==> config.mk <==
export PLATFORM = sky130hd
export DESIGN_NAME = utf8_stream_decoder_top_flat
export DESIGN_NICKNAME = d
export VERILOG_FILES = /design/src/sv/utfd_pkg.sv /design/src/sv/utfd_if.sv /design/src/sv/utfd_decode.sv /design/src/sv/utfd_outbuf.sv /design/src/sv/utf8_stream_decoder_top.sv /design/src/flat_wrapper.sv
export SDC_FILE = /design/constraint.sdc
export NUM_CORES = 1
export LEC_CHECK = 0
export ABC_AREA = 1
export BUFFER_PORTS_ARGS = -buffer_cell sky130_fd_sc_hd__buf_2
export CAP_MARGIN = 30
export CORE_MARGIN = 2
export CORE_UTILIZATION = 35
export DETAILED_ROUTE_END_ITERATION = 8
export GPL_TIMING_DRIVEN = 1
export PLACE_DENSITY = 0.5
export SLEW_MARGIN = 10
export SYNTH_ARGS = -nofsm -noshare
export SYNTH_HDL_FRONTEND = slang
export SYNTH_SLANG_ARGS = --single-unit
==> constraint.sdc <==
create_clock -name clk_i -period 9.25 [get_ports clk_i]
set_clock_uncertainty 0.1 [all_clocks]
set_input_delay 1.3875 -clock clk_i [delete_from_list [all_inputs] [get_ports clk_i]]
set_output_delay 1.3875 -clock clk_i [all_outputs]
set_load 0.005 [all_outputs]
==> src/sv/utfd_pkg.sv <==
// ----------------------------------------------------------------------------
// utfd_pkg: UTF-8 stream decoder package
// Shared result type, lead byte classification and field widths.
// ----------------------------------------------------------------------------
package utfd_pkg;

  localparam int unsigned ByteW = 8;
  localparam int unsigned CpW   = 31;
  localparam int unsigned RemW  = 3;
  localparam int unsigned LeadW = 5;

  // Top two bits of a continuation byte
  localparam logic [1:0] ContTag = 2'b10;

  // Result counts produced by one byte
  localparam logic [1:0] NoResult  = 2'd0;
  localparam logic [1:0] OneResult = 2'd1;
  localparam logic [1:0] TwoResult = 2'd2;

  typedef struct packed {
    logic [CpW-1:0] code_point;
    logic           complete;
    logic           last_in_run;
  } result_t;

  typedef struct packed {
    logic             single;   // emitted as its own value
    logic [LeadW-1:0] payload;  // payload bits of a lead byte
    logic [RemW-1:0]  rem;      // continuation bytes that follow
  } lead_t;

  function automatic lead_t classify_lead(input logic [ByteW-1:0] b);
    lead_t l;
    l.single  = 1'b0;
    l.payload = '0;
    l.rem     = '0;
    case (b) inside
      [8'hC0:8'hDF]: begin
        l.payload = b[4:0];
        l.rem     = 3'd1;
      end
      [8'hE0:8'hEF]: begin
        l.payload = {1'b0, b[3:0]};
        l.rem     = 3'd2;
      end
      [8'hF0:8'hF7]: begin
        l.payload = {2'b0, b[2:0]};
        l.rem     = 3'd3;
      end
      [8'hF8:8'hFB]: begin
        l.payload = {3'b0, b[1:0]};
        l.rem     = 3'd4;
      end
      [8'hFC:8'hFD]: begin
        l.payload = {4'b0, b[0]};
        l.rem     = 3'd5;
      end
      default: begin
        l.single = 1'b1;
      end
    endcase
    return l;
  endfunction

endpackage

==> src/sv/utfd_if.sv <==
// ----------------------------------------------------------------------------
// utfd_if: UTF-8 decoder channel interfaces
// Byte request channel and code point result channel, valid/ready.
// ----------------------------------------------------------------------------
interface utfd_byte_if;
  logic       valid;
  logic       ready;
  logic [7:0] data_byte;
  logic       end_of_text;

  modport source (output valid, output data_byte, output end_of_text, input ready);
  modport sink   (input valid, input data_byte, input end_of_text, output ready);
endinterface

interface utfd_cp_if;
  logic        valid;
  logic        ready;
  logic [30:0] code_point;
  logic        complete;
  logic        last_in_run;

  modport source (output valid, output code_point, output complete, output last_in_run,
                  input ready);
  modport sink   (input valid, input code_point, input complete, input last_in_run,
                  output ready);
endinterface

==> src/sv/utfd_decode.sv <==
// ----------------------------------------------------------------------------
// utfd_decode: per-byte decode step
// Computes up to two results and the next accumulator state for one byte.
// ----------------------------------------------------------------------------
module utfd_decode import utfd_pkg::*; (
  input  logic [ByteW-1:0] byte_i,
  input  logic             eot_i,
  input  logic [CpW-1:0]   acc_i,
  input  logic [RemW-1:0]  rem_i,
  output logic [1:0]       n_o,
  output result_t          r0_o,
  output result_t          r1_o,
  output logic [CpW-1:0]   acc_o,
  output logic [RemW-1:0]  rem_o
);

  lead_t          lead;
  logic           is_cont;
  logic [CpW-1:0] acc_sh;
  logic [RemW-1:0] rem_m;
  result_t        lead_res;

  assign lead    = classify_lead(byte_i);
  assign is_cont = (byte_i[7:6] == ContTag);
  assign acc_sh  = {acc_i[CpW-7:0], byte_i[5:0]};
  assign rem_m   = rem_i - 3'd1;

  // Result of a byte handled as a fresh lead (single value or cut-off lead)
  always_comb begin
    if (lead.single) begin
      lead_res = '{code_point: {{(CpW-ByteW){1'b0}}, byte_i}, complete: 1'b1,
                   last_in_run: 1'b1};
    end else begin
      lead_res = '{code_point: {{(CpW-LeadW){1'b0}}, lead.payload}, complete: 1'b0,
                   last_in_run: 1'b1};
    end
  end

  always_comb begin
    n_o   = NoResult;
    r0_o  = lead_res;
    r1_o  = lead_res;
    acc_o = '0;
    rem_o = '0;
    if (rem_i == '0) begin
      if (lead.single || eot_i) begin
        n_o = OneResult;
      end else begin
        acc_o = {{(CpW-LeadW){1'b0}}, lead.payload};
        rem_o = lead.rem;
      end
    end else if (is_cont) begin
      r0_o = '{code_point: acc_sh, complete: (rem_m == '0), last_in_run: 1'b1};
      if (rem_m == '0 || eot_i) begin
        n_o = OneResult;
      end else begin
        acc_o = acc_sh;
        rem_o = rem_m;
      end
    end else begin
      // Broken sequence: flush partial value, then restart on this byte
      r0_o = '{code_point: acc_i, complete: 1'b0, last_in_run: 1'b0};
      if (lead.single || eot_i) begin
        n_o = TwoResult;
      end else begin
        n_o              = OneResult;
        r0_o.last_in_run = 1'b1;
        acc_o            = {{(CpW-LeadW){1'b0}}, lead.payload};
        rem_o            = lead.rem;
      end
    end
  end

endmodule

==> src/sv/utfd_outbuf.sv <==
// ----------------------------------------------------------------------------
// utfd_outbuf: result register with one overflow slot
// Holds the visible result and a second result from the same byte.
// ----------------------------------------------------------------------------
module utfd_outbuf import utfd_pkg::*; (
  input  logic        clk_i,
  input  logic        rst_ni,
  input  logic        push_i,
  input  logic [1:0]  n_i,
  input  result_t     r0_i,
  input  result_t     r1_i,
  output logic        free_o,
  utfd_cp_if.source   out_o
);

  logic    out_valid_q, out_valid_d;
  logic    pend_valid_q, pend_valid_d;
  result_t out_q, out_d;
  result_t pend_q, pend_d;
  logic    pop;

  assign pop    = out_valid_q && out_o.ready;
  assign free_o = !pend_valid_q && (!out_valid_q || out_o.ready);

  always_comb begin
    out_valid_d  = out_valid_q && !pop;
    pend_valid_d = pend_valid_q;
    out_d        = out_q;
    pend_d       = pend_q;
    if (pend_valid_q) begin
      if (!out_valid_q || pop) begin
        out_d        = pend_q;
        out_valid_d  = 1'b1;
        pend_valid_d = 1'b0;
      end
    end else if (push_i) begin
      case (n_i)
        NoResult: begin
          out_valid_d = out_valid_q && !pop;
        end
        OneResult: begin
          out_d       = r0_i;
          out_valid_d = 1'b1;
        end
        TwoResult: begin
          out_d        = r0_i;
          out_valid_d  = 1'b1;
          pend_d       = r1_i;
          pend_valid_d = 1'b1;
        end
        default: begin
          out_valid_d = out_valid_q && !pop;
        end
      endcase
    end
  end

  always_ff @(posedge clk_i or negedge rst_ni) begin
    if (!rst_ni) begin
      out_valid_q  <= 1'b0;
      pend_valid_q <= 1'b0;
    end else begin
      out_valid_q  <= out_valid_d;
      pend_valid_q <= pend_valid_d;
    end
  end

  always_ff @(posedge clk_i) begin
    out_q  <= out_d;
    pend_q <= pend_d;
  end

  assign out_o.valid       = out_valid_q;
  assign out_o.code_point  = out_q.code_point;
  assign out_o.complete    = out_q.complete;
  assign out_o.last_in_run = out_q.last_in_run;

endmodule

==> src/sv/utf8_stream_decoder_top.sv <==
// ----------------------------------------------------------------------------
// utf8_stream_decoder_top: UTF-8 stream decoder, 1-to-6-byte form
// Decodes a byte per cycle unless stalled, to 31-bit code points; flags cuts.
// ----------------------------------------------------------------------------
//   channel | dir | payload                                  | handshake
//   in_i    | in  | data_byte[7:0], end_of_text              | valid/ready
//   out_o   | out | code_point[30:0], complete, last_in_run   | valid/ready
//
// One byte request is taken per cycle while the input register can empty; a
// result is decoded from the input register into the result register. A
// byte that yields two results (a broken sequence flushed before a single
// byte or a cut-off lead) holds the next byte until the overflow slot drains.
// Reset clears the accumulator, the pending count and all valid flags. A stalled
// output backs up into the input register; new bytes enter as it empties.
// ----------------------------------------------------------------------------
module utf8_stream_decoder_top import utfd_pkg::*; (
  input  logic      clk_i,
  input  logic      rst_ni,
  utfd_byte_if.sink in_i,
  utfd_cp_if.source out_o
);

  // Input register: parts the request side from the decode step
  logic             in_valid_q, in_valid_d;
  logic [ByteW-1:0] in_byte_q;
  logic             in_eot_q;

  // Decoder state: partial code point and continuation bytes still expected
  logic [CpW-1:0]  acc_q, acc_d;
  logic [RemW-1:0] rem_q, rem_d;

  logic       consume;
  logic       free;
  logic       accept;
  logic [1:0] n;
  result_t    r0, r1;

  // Advance a byte out of the input register once its results fit downstream
  assign consume    = in_valid_q && free;
  assign in_i.ready = !in_valid_q || consume;
  assign accept     = in_i.valid && in_i.ready;

  always_comb begin
    in_valid_d = in_valid_q;
    if (accept) begin
      in_valid_d = 1'b1;
    end else if (consume) begin
      in_valid_d = 1'b0;
    end
  end

  always_ff @(posedge clk_i or negedge rst_ni) begin
    if (!rst_ni) begin
      in_valid_q <= 1'b0;
      acc_q      <= '0;
      rem_q      <= '0;
    end else begin
      in_valid_q <= in_valid_d;
      acc_q      <= acc_d;
      rem_q      <= rem_d;
    end
  end

  // Capture the payload only on acceptance; hold it otherwise
  always_ff @(posedge clk_i) begin
    if (accept) begin
      in_byte_q <= in_i.data_byte;
      in_eot_q  <= in_i.end_of_text;
    end
  end

  logic [CpW-1:0]  dec_acc;
  logic [RemW-1:0] dec_rem;

  utfd_decode u_decode (
    .byte_i (in_byte_q),
    .eot_i  (in_eot_q),
    .acc_i  (acc_q),
    .rem_i  (rem_q),
    .n_o    (n),
    .r0_o   (r0),
    .r1_o   (r1),
    .acc_o  (dec_acc),
    .rem_o  (dec_rem)
  );

  // Update the sequence state only when the byte is actually consumed
  assign acc_d = consume ? dec_acc : acc_q;
  assign rem_d = consume ? dec_rem : rem_q;

  utfd_outbuf u_outbuf (
    .clk_i  (clk_i),
    .rst_ni (rst_ni),
    .push_i (consume),
    .n_i    (n),
    .r0_i   (r0),
    .r1_i   (r1),
    .free_o (free),
    .out_o  (out_o)
  );

endmodule

==> src/flat_wrapper.sv <==
// flat-port wrapper written by rule: the top's interface ports become plain ports
module utf8_stream_decoder_top_flat import utfd_pkg::*;
  (clk_i, rst_ni, in_i_valid, in_i_data_byte, in_i_end_of_text, in_i_ready, out_o_valid, out_o_code_point, out_o_complete, out_o_last_in_run, out_o_ready);
  utfd_byte_if in_i_i ();
  utfd_cp_if out_o_i ();
  input  logic clk_i;
  input  logic rst_ni;
  input wire logic [$bits(in_i_i.valid)-1:0] in_i_valid;
  input wire logic [$bits(in_i_i.data_byte)-1:0] in_i_data_byte;
  input wire logic [$bits(in_i_i.end_of_text)-1:0] in_i_end_of_text;
  output wire logic [$bits(in_i_i.ready)-1:0] in_i_ready;
  output wire logic [$bits(out_o_i.valid)-1:0] out_o_valid;
  output wire logic [$bits(out_o_i.code_point)-1:0] out_o_code_point;
  output wire logic [$bits(out_o_i.complete)-1:0] out_o_complete;
  output wire logic [$bits(out_o_i.last_in_run)-1:0] out_o_last_in_run;
  input wire logic [$bits(out_o_i.ready)-1:0] out_o_ready;
  assign in_i_i.valid = in_i_valid;
  assign in_i_i.data_byte = in_i_data_byte;
  assign in_i_i.end_of_text = in_i_end_of_text;
  assign in_i_ready = in_i_i.ready;
  assign out_o_valid = out_o_i.valid;
  assign out_o_code_point = out_o_i.code_point;
  assign out_o_complete = out_o_i.complete;
  assign out_o_last_in_run = out_o_i.last_in_run;
  assign out_o_i.ready = out_o_ready;
  utf8_stream_decoder_top u_core (.clk_i(clk_i), .rst_ni(rst_ni), .in_i(in_i_i), .out_o(out_o_i));
endmodule
; ---- Word level (Yosys, flattened, before mapping)
; Index checks and enable logic that the tools add are counted.
[totals]
out_inout_bits = 35
wordCells = 97
input_bits = 13
regBits = 112
[classes]
n_mux = 41
magnitude_cmp = 10
bitwise_logic = 1
n_addsub = 1
reduce_logical = 27
eq_ne = 4
[ops]
columns = op, count
row1 = 2-to-1 mux 33 bit, 6
row2 = 2-to-1 mux 31 bit, 3
row3 = >= comparator 8 bit (second input constant), 5
row4 = <= comparator 8 bit (second input constant), 5
row5 = 2-to-1 mux 8 bit, 4
row6 = 2-to-1 mux 1 bit, 18
row7 = 2-to-1 mux 3 bit, 4
row8 = logical AND 1 bit, 10
row9 = 2-to-1 mux 10 bit, 1
row10 = zero test 3 bit, 2
row11 = 2-to-1 mux 2 bit, 3
row12 = AND reduction 3 bit, 2
row13 = nonzero test 2 bit, 3
row14 = logical OR 1 bit, 5
row15 = 2-to-1 mux 5 bit, 1
row16 = equality test 2 bit (second input constant), 2
row17 = zero test 1 bit, 4
row18 = 2-to-1 mux 4 bit, 1
row19 = subtractor 3 x 1 -> 3 bit (second input constant), 1
row20 = equality test 2 x 1 -> 1 bit (second input constant), 1
row21 = != test 2 x 1 -> 1 bit (second input constant), 1
row22 = OR reduction 2 bit, 1
row23 = NOT 1 bit, 1

; ---- Depth between registers and ports, before layout
; Gate-level depths: netlist (run 1).
[depth]
depth_word = 16
ltp_mapped = 13
ltp_nobuf = 13

; ---- By module
; A second synthesis (run 1) with hierarchy kept.
[hier_totals]
hier_cells = 573
area_unflattened_um2 = 5495.3
[by_module_without_submodules]
columns = mod, seq_area_each_um2, cells_each, area_each_um2, instances
row1 = utfd_outbuf, 2031.9, 189, 2546.2, 1
row2 = utf8_stream_decoder_top, 1146.1, 164, 1739.2, 1
row3 = utfd_decode, 0.0, 220, 1209.9, 1

; ---- Least setup slack after synthesis (run 1)
; No wires, ideal clock.
[synth_timing]
path_type = input port to flip-flop
from = in out_o_ready
to = reg u_core.u_outbuf.out_q (netlist bit u_core.u_outbuf.out_o.code_point[0]), enable pin
path_buffers = 1
arrival_ps = 3040
slack_ps = 5686
cell_stages = 4
t_required_ps = 8726
path_cell_list = or2_1 > buf_2 > inv_1 > nor2_1
[synth_between]
elab_chain_len = 5
word_cells_on_any_way = 8
cone_classes = eq/ne: 1 / reduce/logical: 7
[synth_lines]
columns = element, line
row1 = from (decl), flat_wrapper.sv:16  ; input wire logic [$bits(out_o_i.ready)-1:0] out_o_ready;
row2 = logical OR 1 bit, utfd_outbuf.sv:23  ; assign free_o = !pend_valid_q && (!out_valid_q || out_o.ready);
row3 = logical AND 1 bit, utfd_outbuf.sv:23
row4 = logical AND 1 bit, utf8_stream_decoder_top.sv:39  ; assign consume = in_valid_q && free;
row5 = nonzero test 2 bit (no source line), n/a
row6 = AND reduction 3 bit (no source line) *, n/a
row7 = to (signal assigned), utfd_outbuf.sv:69  ; out_q <= out_d;
row8 = to (decl), utfd_outbuf.sv:18  ; result_t out_q, out_d;
; Mark *: on every way between the ends. The rest lies on a longest branch, timed or not.
; A chain may end at the register's enable or synchronous reset.

; ---- Worst setup path after layout (run 1)
[layout_timing]
from = reg u_core.in_byte_q[6]
to = reg u_core.u_outbuf.out_q (netlist bit u_core.u_outbuf.out_o.code_point[10]), enable pin
[layout_between]
elab_chain_len = 15
word_cells_on_any_way = 31
cone_classes = order compare: 10 / eq/ne: 3 / mux: 9 / reduce/logical: 9
[layout_lines]
columns = element, line
row1 = from (decl), utf8_stream_decoder_top.sv:25  ; logic [ByteW-1:0] in_byte_q;
row2 = from (signal assigned), utf8_stream_decoder_top.sv:67  ; in_byte_q <= in_i.data_byte;
row3 = >= comparator 8 bit (implied by the code) or <= comparator 8 bit (tied branches), utfd_decode.sv:23  ; assign lead = classify_lead(byte_i);
row4 = logical AND 1 bit (implied by the code), utfd_decode.sv:23
row5 = 2-to-1 mux 1 bit (5 in a row), utfd_pkg.sv:37  ; case (b) inside
row6 = logical OR 1 bit, "utfd_decode.sv:46, utfd_decode.sv:63"
row7 = 2-to-1 mux 2 bit, utfd_decode.sv:63  ; if (lead.single || eot_i) begin
row8 = 2-to-1 mux 2 bit, utfd_decode.sv:52  ; end else if (is_cont) begin
row9 = 2-to-1 mux 2 bit *, utfd_decode.sv:45  ; if (rem_i == '0) begin
row10 = equality test 2 bit or equality test 2 x 1 -> 1 bit (tied branches), utfd_outbuf.sv:37  ; case (n_i)
row11 = OR reduction 2 bit (no source line) *, n/a
row12 = nonzero test 2 bit (no source line) *, n/a
row13 = AND reduction 3 bit (no source line) *, n/a
; Marked as above.

==> reports/results.ini, run 1 <==
[clock_network]
cts_buffers=9
cts_max_level=3
clock_sinks=88
clock-root-buffer=clkbuf_16
cts_hold_buffers=0
cts_setup_buffers=0
clk_transition_reported_paths_ns=0.06
cts_tree=built
ctsResizeCount=0
clk_path_buf_depth=2
clk_latency_ns=0.34

[worst_setup_path]
worstSetupEndpointType=flip-flop
worst_ep_required_time_ns=9.16
cpMostUsedCell=nor2_1
cp_max_fo=26
worstReg2RegEnd=u_core.u_outbuf.out_o.code_point[10]
crit_chain=inv_1, nand2_2, inv_2, nand2_1, nor2_1, a21oi_1, ha_1, nor2_1, nor2_1, nor2_2, buf_4
crit_end=u_core.u_outbuf.out_o.code_point[10]
critPathKind=reg2reg
cpPeakStageDelay_ns=0.57
r2r_slack_ns=5.56
worstPathArrival_ns=3.61
path_buf_inv=3
setup.worst_path.start=u_core.in_byte_q[6]
critPathTopFamily=simple AND/OR/NAND/NOR gates
cp_num_cells=11
reg2regPathDepth=11
worstReg2RegStart=u_core.in_byte_q[6]
cp_slowest_cell=nor2_2
critPathLaunchType=flip-flop

[yosys]
synth_area_leaders=edfxtp_1 38%, dfrtp_1 23%, nand2_1 11%
yosysWarnings=0
synth_cell_types=29
syn_area_sq_um=4040
synth_edf_count=51
async_flop_share=0.420
syn_avg_cell_area_sq_um=9.70
synth_ff_type=edfxtp_1
yosysMostFrequentCell=nand2_1
yosys_register_bits=88
synth_seq_area_share=0.609
yosysTopAreaCellShare=0.380
syn-num-nets=433
synth_area_leader_cell=edfxtp_1
synthCells=416
synthTopCellsByCount=119 x nand2_1, 51 x edfxtp_1, 37 x a21oi_1, 37 x dfrtp_1, 33 x inv_1

[sta]
finalMaxSlewViolations=0
worst_slew_pin_slew_ns=0.874
worst_slew_margin_rel=0.415
fin_setup_tns_ns=0
min_period_over_period=0.399
final-setup-viol-count=0
max_freq_mhz=271
finalHoldViolations=0
fin_crit_ns=3.69
rsz0062_at_grt=false

[detailed_routing]
via_per_inst=4.87
wl_per_cell_microns=14.9
dr_total_vias=2949
firstDrtPassIters=5
wirelength_microns=9020
drc=0
ant_nets=0
drt_iter0_markers=185

[floorplan]
die_w_microns=111
fp.dieH_microns=111
core_area_sq_um=11300
start_util=0.356
dieArea_sq_um=12400
fp-row-count=39
io_pins=48

[cells_and_area]
antennaDiodeCount=0
nets=474
design_area_sq_um=4680
syn_to_final_growth_pct=16.0
layout-drive-gt1-share=0.171

[grt]
grt_max_degree=62
gr-usage-all-layers=0.155
grt_pass1_wl_microns=15100
antenna_found_initial=0
grt-ovfl-total=0
grt_pass1_vias=2880

[power]
vdd_drop_max_mv=0.120
power_mw=1.47
p_leak_nw=1.99
power_density_nw_per_um2=315

[job]
max_cap_viol_count=0

[hold_path]
holdCritPathClass=reg2reg
hold_depth=0

[placed_design]
place.gp.congestion=0.849
dpl-instance-area_sq_um=4350
portBuffers=47
hpwl_microns=5990

[outcome]
status=finished clean

-- through the flow --
stage                util  setup slack (ns)  hold WS, ns  instances
floorplan               -              5.69        0.349        416
finish              0.413              5.56        0.387        605
detailed placement  0.384              5.51        0.374        587
global placement    0.384              5.60        0.364        587
CTS                 0.411              5.49        0.389        603
global route        0.413              5.22        0.400        605
-- power breakdown --
group	internal, mW	switching, mW
Sequential	0.577	0.0457
Combinational	0.140	0.334
Clock	0.218	0.158
Total	0.936	0.538
-- kinds of logic after synthesis --
family / after synthesis / synth area share
and+or+nand+nor: 185 / 0.193
AOI/OAI and AO/OA: 82 / 0.123
buffers and inverters: 57 / 0.0626
DFF: 88 / 0.609
adders and majority gates: 4 / 0.0124
-- worst min-delay path by stage --
stage | startpoint | endpoint | slack [ns]
final | u_core.in_byte_q[1] | u_core.u_outbuf.pend_q[3] | 0.39
after global routing | u_core.in_byte_q[1] | u_core.u_outbuf.pend_q[3] | 0.40
after CTS | u_core.in_byte_q[1] | u_core.u_outbuf.pend_q[3] | 0.39
after detailed placement | u_core.in_byte_q[1] | u_core.u_outbuf.pend_q[3] | 0.37
after global placement | u_core.acc_q[28] | u_core.acc_q[28] | 0.36
after floorplan | u_core.rem_q[1] | u_core.rem_q[1] | 0.35
-- state kept, by name, summed over array words and instances, names as in the netlist, 3 cells and up --
register,cells
u_core.in_byte_q,8
u_core.acc_q,31
u_core.rem_q,3
u_core.u_outbuf.out_o.code_point,31
u_core.u_outbuf.pend_q,9
-- cells in the final DEF (no fill, tap or decap), drive strengths merged, types with 2 or more instances in the layout --
cell type / count
ha: 4
dfrtp: 37
a21boi: 4
nand2: 123
o211ai: 2
inv: 39
edfxtp: 51
o21ai: 10
a21oi: 37
clkbuf: 10
nor2: 35
clkinv: 2
nand4: 4
nand3: 20
o31ai: 26
buf: 51
-- layout make-up --
type | count | area (sq um)
clock buffers | 10 | 239
clock inverters | 6 | 63.8
fillers | 1144 | 6640
inverters | 36 | 135
multi-input cells | 271 | 1330
flip-flops and latches | 88 | 2460
well taps | 143 | 179
repair buffers | 51 | 278
-- per-layer routing --
metal	global-route usage	up-vias	wire length, microns
met5	0	-	0
met4	0.0568	0	56
met3	0.0299	4	318
met2	0.255	57	4500
met1	0.207	1400	4150
li1	-	1488	-
Power figures use the tool's default switching activity.
==> run 2: changes to the inputs <==
clock period = 3.8 ns   (was 9.25 ns; I/O delays follow)
==> reports/results.ini, run 2 (synthesized netlist as in run 1, its figures left out) <==
[outcome]
status=finished clean

[cells_and_area]
layout-drive-gt1-share=0.172
antennaDiodeCount=0
final_common_cell=nand2_1
nets=476
syn_to_final_growth_pct=16.2
final_cell_mix=119 x nand2_1, 51 x edfxtp_1, 47 x buf_2

[detailed_routing]
wl_per_cell_microns=15.2
wirelength_microns=9210
drt_iter0_markers=204
firstDrtPassIters=4
drc=0
dr_total_vias=2997
via_per_inst=4.94
ant_nets=0

[clock_network]
clk_path_buf_depth=2
ctsResizeCount=0
clock-root-buffer=clkbuf_16
clk_latency_ns=0.33
cts_buffers=9
clk_transition_reported_paths_ns=0.06
cts_tree=built
cts_hold_buffers=0
cts_setup_buffers=0
clock_sinks=88
cts_max_level=3

[grt]
grt_pass1_vias=2970
antenna_found_initial=0
grt-ovfl-total=0
grt_pass1_wl_microns=15100
grt_max_degree=42
gr-usage-all-layers=0.154

[worst_setup_path]
worstPathArrival_ns=2.68
cp_max_fo=33
critPathLaunchType=flip-flop
worst_ep_required_time_ns=3.68
critPathKind=reg2reg
worstSetupEndpointType=flip-flop
r2r_slack_ns=1.0

[power]
power_density_nw_per_um2=758
vdd_drop_max_mv=0.267
power_mw=3.55
p_leak_nw=1.99

[sta]
max_freq_mhz=357
worst_slew_margin_rel=0.423
min_period_over_period=0.738
worst_slew_pin_slew_ns=0.863
final-setup-viol-count=0
fin_crit_ns=2.80
finalMaxSlewViolations=0
rsz0062_at_grt=false
finalHoldViolations=0
fin_setup_tns_ns=0

[placed_design]
hpwl_microns=6160
place.gp.congestion=0.916
portBuffers=47

[floorplan]
die_w_microns=111
core_area_sq_um=11300
fp-row-count=39
start_util=0.356
dieArea_sq_um=12400
fp.dieH_microns=111
io_pins=48

[hold_path]
holdCritPathClass=in2async

[job]
max_cap_viol_count=0

## run 2: final timing paths
path / depth (start not counted) / endpoint / start
worst max-delay path: 13 / u_core.u_outbuf.out_o.code_point[4] / u_core.in_byte_q[4]
worst min register to register: 2 / u_core.acc_q[28] / u_core.acc_q[28]
max in group asynchronous: 2 / u_core.acc_q[10] / rst_ni
min in group clk_i: 1 / u_core.in_byte_q[0] / in_i_data_byte[0]
worst max register to register: 13 / u_core.u_outbuf.out_o.code_point[4] / u_core.in_byte_q[4]
worst min-delay path: 1 / u_core.rem_q[2] / rst_ni
## run 2: power breakdown
part           total (mW)  internal (mW)  switching (mW)
sequential           1.51           1.40           0.107
combinational        1.17          0.348           0.825
clock               0.868          0.504           0.364
total                3.55           2.26            1.30
## run 2: critical path, stage by stage, from the launching register on
cell and delay (ns):
edfxtp_1 0.42, nand2_1 0.13, inv_1 0.11, nand2_1 0.07, nand2_2 0.09, nand3_2 0.24, nand2_1 0.16, nand2_1 0.07
a21oi_1 0.14, ha_1 0.24, nor2_1 0.10, nor2_1 0.06, nor2_2 0.11, buf_4 0.38
## run 2: per-stage QoR
stage	std cells	setup WS [ns]	hold slack [ns]	instance area, sq um	util
2_1_floorplan	416	0.282	0.174	4040	-
3_3_place_gp	590	1.06	0.364	4370	0.386
3_5_place_dp	590	0.981	0.371	4370	0.386
4_1_cts	606	0.978	0.292	4670	0.412
5_1_grt	607	0.646	0.0576	4690	0.414
6_report	607	0.996	0.0391	4690	0.414
## run 2: layout make-up
class	count	area [sq um]
Timing Repair Buffer	53	293
Clock buffer	13	272
Inverter	36	135
Clock inverter	3	23.8
Fill cell	1136	6630
Multi-Input combinational cell	271	1330
Sequential cell	88	2460
Tap cell	143	179
## run 2: layer usage
| metal | track usage | wire [microns] | up-vias |
|---|---|---|---|
| met1 | 0.207 | 4110 | 1430 |
| met3 | 0.0305 | 311 | 9 |
| li1 | - | - | 1495 |
| met2 | 0.247 | 4650 | 63 |
| met4 | 0.0609 | 132 | 0 |
| met5 | 0 | 0 | - |
==> run 3: changes to the inputs <==
PLACE_DENSITY = 0.51   (was 0.5)
clock period = 2.3 ns   (was 3.8 ns; I/O delays follow)
==> reports/results.ini, run 3 (synthesized netlist as in run 1, its figures left out) <==
[detailed_routing]
wl_per_cell_microns=14.7
drc=0
wirelength_microns=9620
drt_iter0_markers=205
ant_nets=0
via_per_inst=4.93
dr_total_vias=3230
firstDrtPassIters=6

[grt]
grt-busiest-layer=met2
grt_pass1_vias=3185
grt_pass1_wl_microns=15800
grt_max_degree=55
grt-ovfl-total=0
gr-usage-all-layers=0.162
antenna_found_initial=0
use_met3=0.0419
use_met1=0.201
use_met2=0.266

[clock_network]
cts_max_level=3
cts_buffers=9
clk_path_buf_depth=2
clock_sinks=88
clock-root-buffer=clkbuf_16
cts_tree=built
clk_latency_ns=0.35
clk_transition_reported_paths_ns=0.06

[cells_and_area]
final_cells=655
regArea_sq_um=2460
fillers=1087
layout-drive-gt1-share=0.295
final_cell_mix=112 x nand2_1, 51 x edfxtp_1, 47 x buf_2, 47 x buf_4, 37 x dfrtp_1
multiInputGateArea_sq_um=1410
nets=525
final_common_cell=nand2_1
syn_to_final_growth_pct=28.2
antennaDiodeCount=0

[hold_path]
holdCritPathClass=in2reg
min_to=u_core.in_byte_q[0]
hold_depth=1
min_from=in_i_data_byte[0]

[placed_design]
dpl_worst_slack_ns=-0.0554
portBuffers=47
dp.cells=616
hpwl_microns=6480
place.gp.congestion=0.910

[sta]
rsz0062_at_grt=true
fin_crit_ns=2.37
worst_slew_pin_slew_ns=0.517
finalHoldViolations=0
min_period_over_period=1.03
max_freq_mhz=422
finalMaxSlewViolations=0
final-setup-viol-count=29
setup_ws_ns=-0.0690
worst_slew_margin_rel=0.654

[floorplan]
fp-row-count=39
fp.dieH_microns=111
dieArea_sq_um=12400
start_util=0.356
core_area_sq_um=11300
io_pins=48
die_w_microns=111

[outcome]
status=finished with violations
violations=negative setup slack

[worst_setup_path]
reg2regPathDepth=13
worstReg2RegStart=u_core.in_byte_q[4]
r2r_slack_ns=-0.07
critPathKind=reg2reg
cp_max_fo=6
worst_ep_required_time_ns=2.26
path_buf_inv=3
worstPathArrival_ns=2.33
worstReg2RegEnd=u_core.u_outbuf.out_o.code_point[13]
worstSetupEndpointType=flip-flop
cpPeakStageDelay_ns=0.36
cp_slowest_cell=edfxtp_1
critPathLaunchType=flip-flop
crit_chain=nand2_2, nor2_4, nand3b_1, nand3_4, buf_6, nand3_2, a21oi_2, ha_1, nor2_2, nor2_2, nor2_4, buf_6, buf_8
critPathTopFamily=simple AND/OR/NAND/NOR gates

[power]
p_leak_nw=2.24
vdd_drop_max_mv=0.530
power_density_nw_per_um2=1250
power_mw=6.47

[job]
max_cap_viol_count=0

run 3: cell count changes in the layout (fill, tap and decap cells not counted), sizes merged:
cell,change
bufinv,+1
clkinvlp,-1
inv,-1
clkinv,+4
clkbuf,-4
buf,+48
dlygate4sd3,+1
run 3: what timing repair did:
item | in CTS | in global routing
hold endpoints to repair | 19 | 0
buffers inserted | 22 | 2
hold buffers | 1 | 0
pin swaps | 0 | 6
endpoints found under the setup margin | 33 | 38
gates cloned | 1 | 0
resized for setup | 12 | 12
run 3: through the flow:
step	instance area [sq um]	TNS (ns)	util	hold slack [ns]
floorplan	4070	-7.59	-	-0.0506
global placement	4620	0	0.408	0.246
detailed placement	4620	-1.48	0.408	0.253
CTS	5140	-1.04	0.454	0.0567
global route	5170	-5.78	0.457	0.0647
finish	5170	-1.69	0.457	0.0704
run 3: layer usage:
metal	share of wire	vias to the layer above	routed length [microns]
met5	0	-	0
met1	0.43	1547	4130
met2	0.51	69	4880
met4	0.025	0	245
met3	0.038	17	361
li1	-	1597	-
run 3: area by class of cell:
| type | count | area share |
|---|---|---|
| well taps | 143 | 0.0346 |
| flip-flops and latches | 88 | 0.475 |
| multi-input cells | 271 | 0.273 |
| repair buffers | 102 | 0.135 |
| inverters | 36 | 0.0266 |
| clock inverters | 6 | 0.0119 |
| clock buffers | 9 | 0.0436 |
run 3: worst max path at each step:
stage                                    from                              endpoint  slack, ns  cells past startpoint
after CTS                 u_core.in_byte_q[4]        u_core.u_outbuf.out_o.complete      -0.06                     13
final                     u_core.in_byte_q[4]  u_core.u_outbuf.out_o.code_point[13]      -0.07                     13
after detailed placement  u_core.in_byte_q[7]  u_core.u_outbuf.out_o.code_point[13]      -0.06                     12
after global placement    u_core.in_byte_q[7]        u_core.u_outbuf.out_o.complete       0.01                     12
after floorplan           u_core.in_byte_q[4]   u_core.u_outbuf.out_o.code_point[0]      -0.23                     11
after global routing      u_core.in_byte_q[6]  u_core.u_outbuf.out_o.code_point[13]      -0.19                     13
run 3: where the power goes:
| group | total [mW] | switching, mW | internal [mW] |
|---|---|---|---|
| Clock | 1.42 | 0.592 | 0.830 |
| Combinational | 2.55 | 1.54 | 1.02 |
| Sequential | 2.49 | 0.177 | 2.32 |
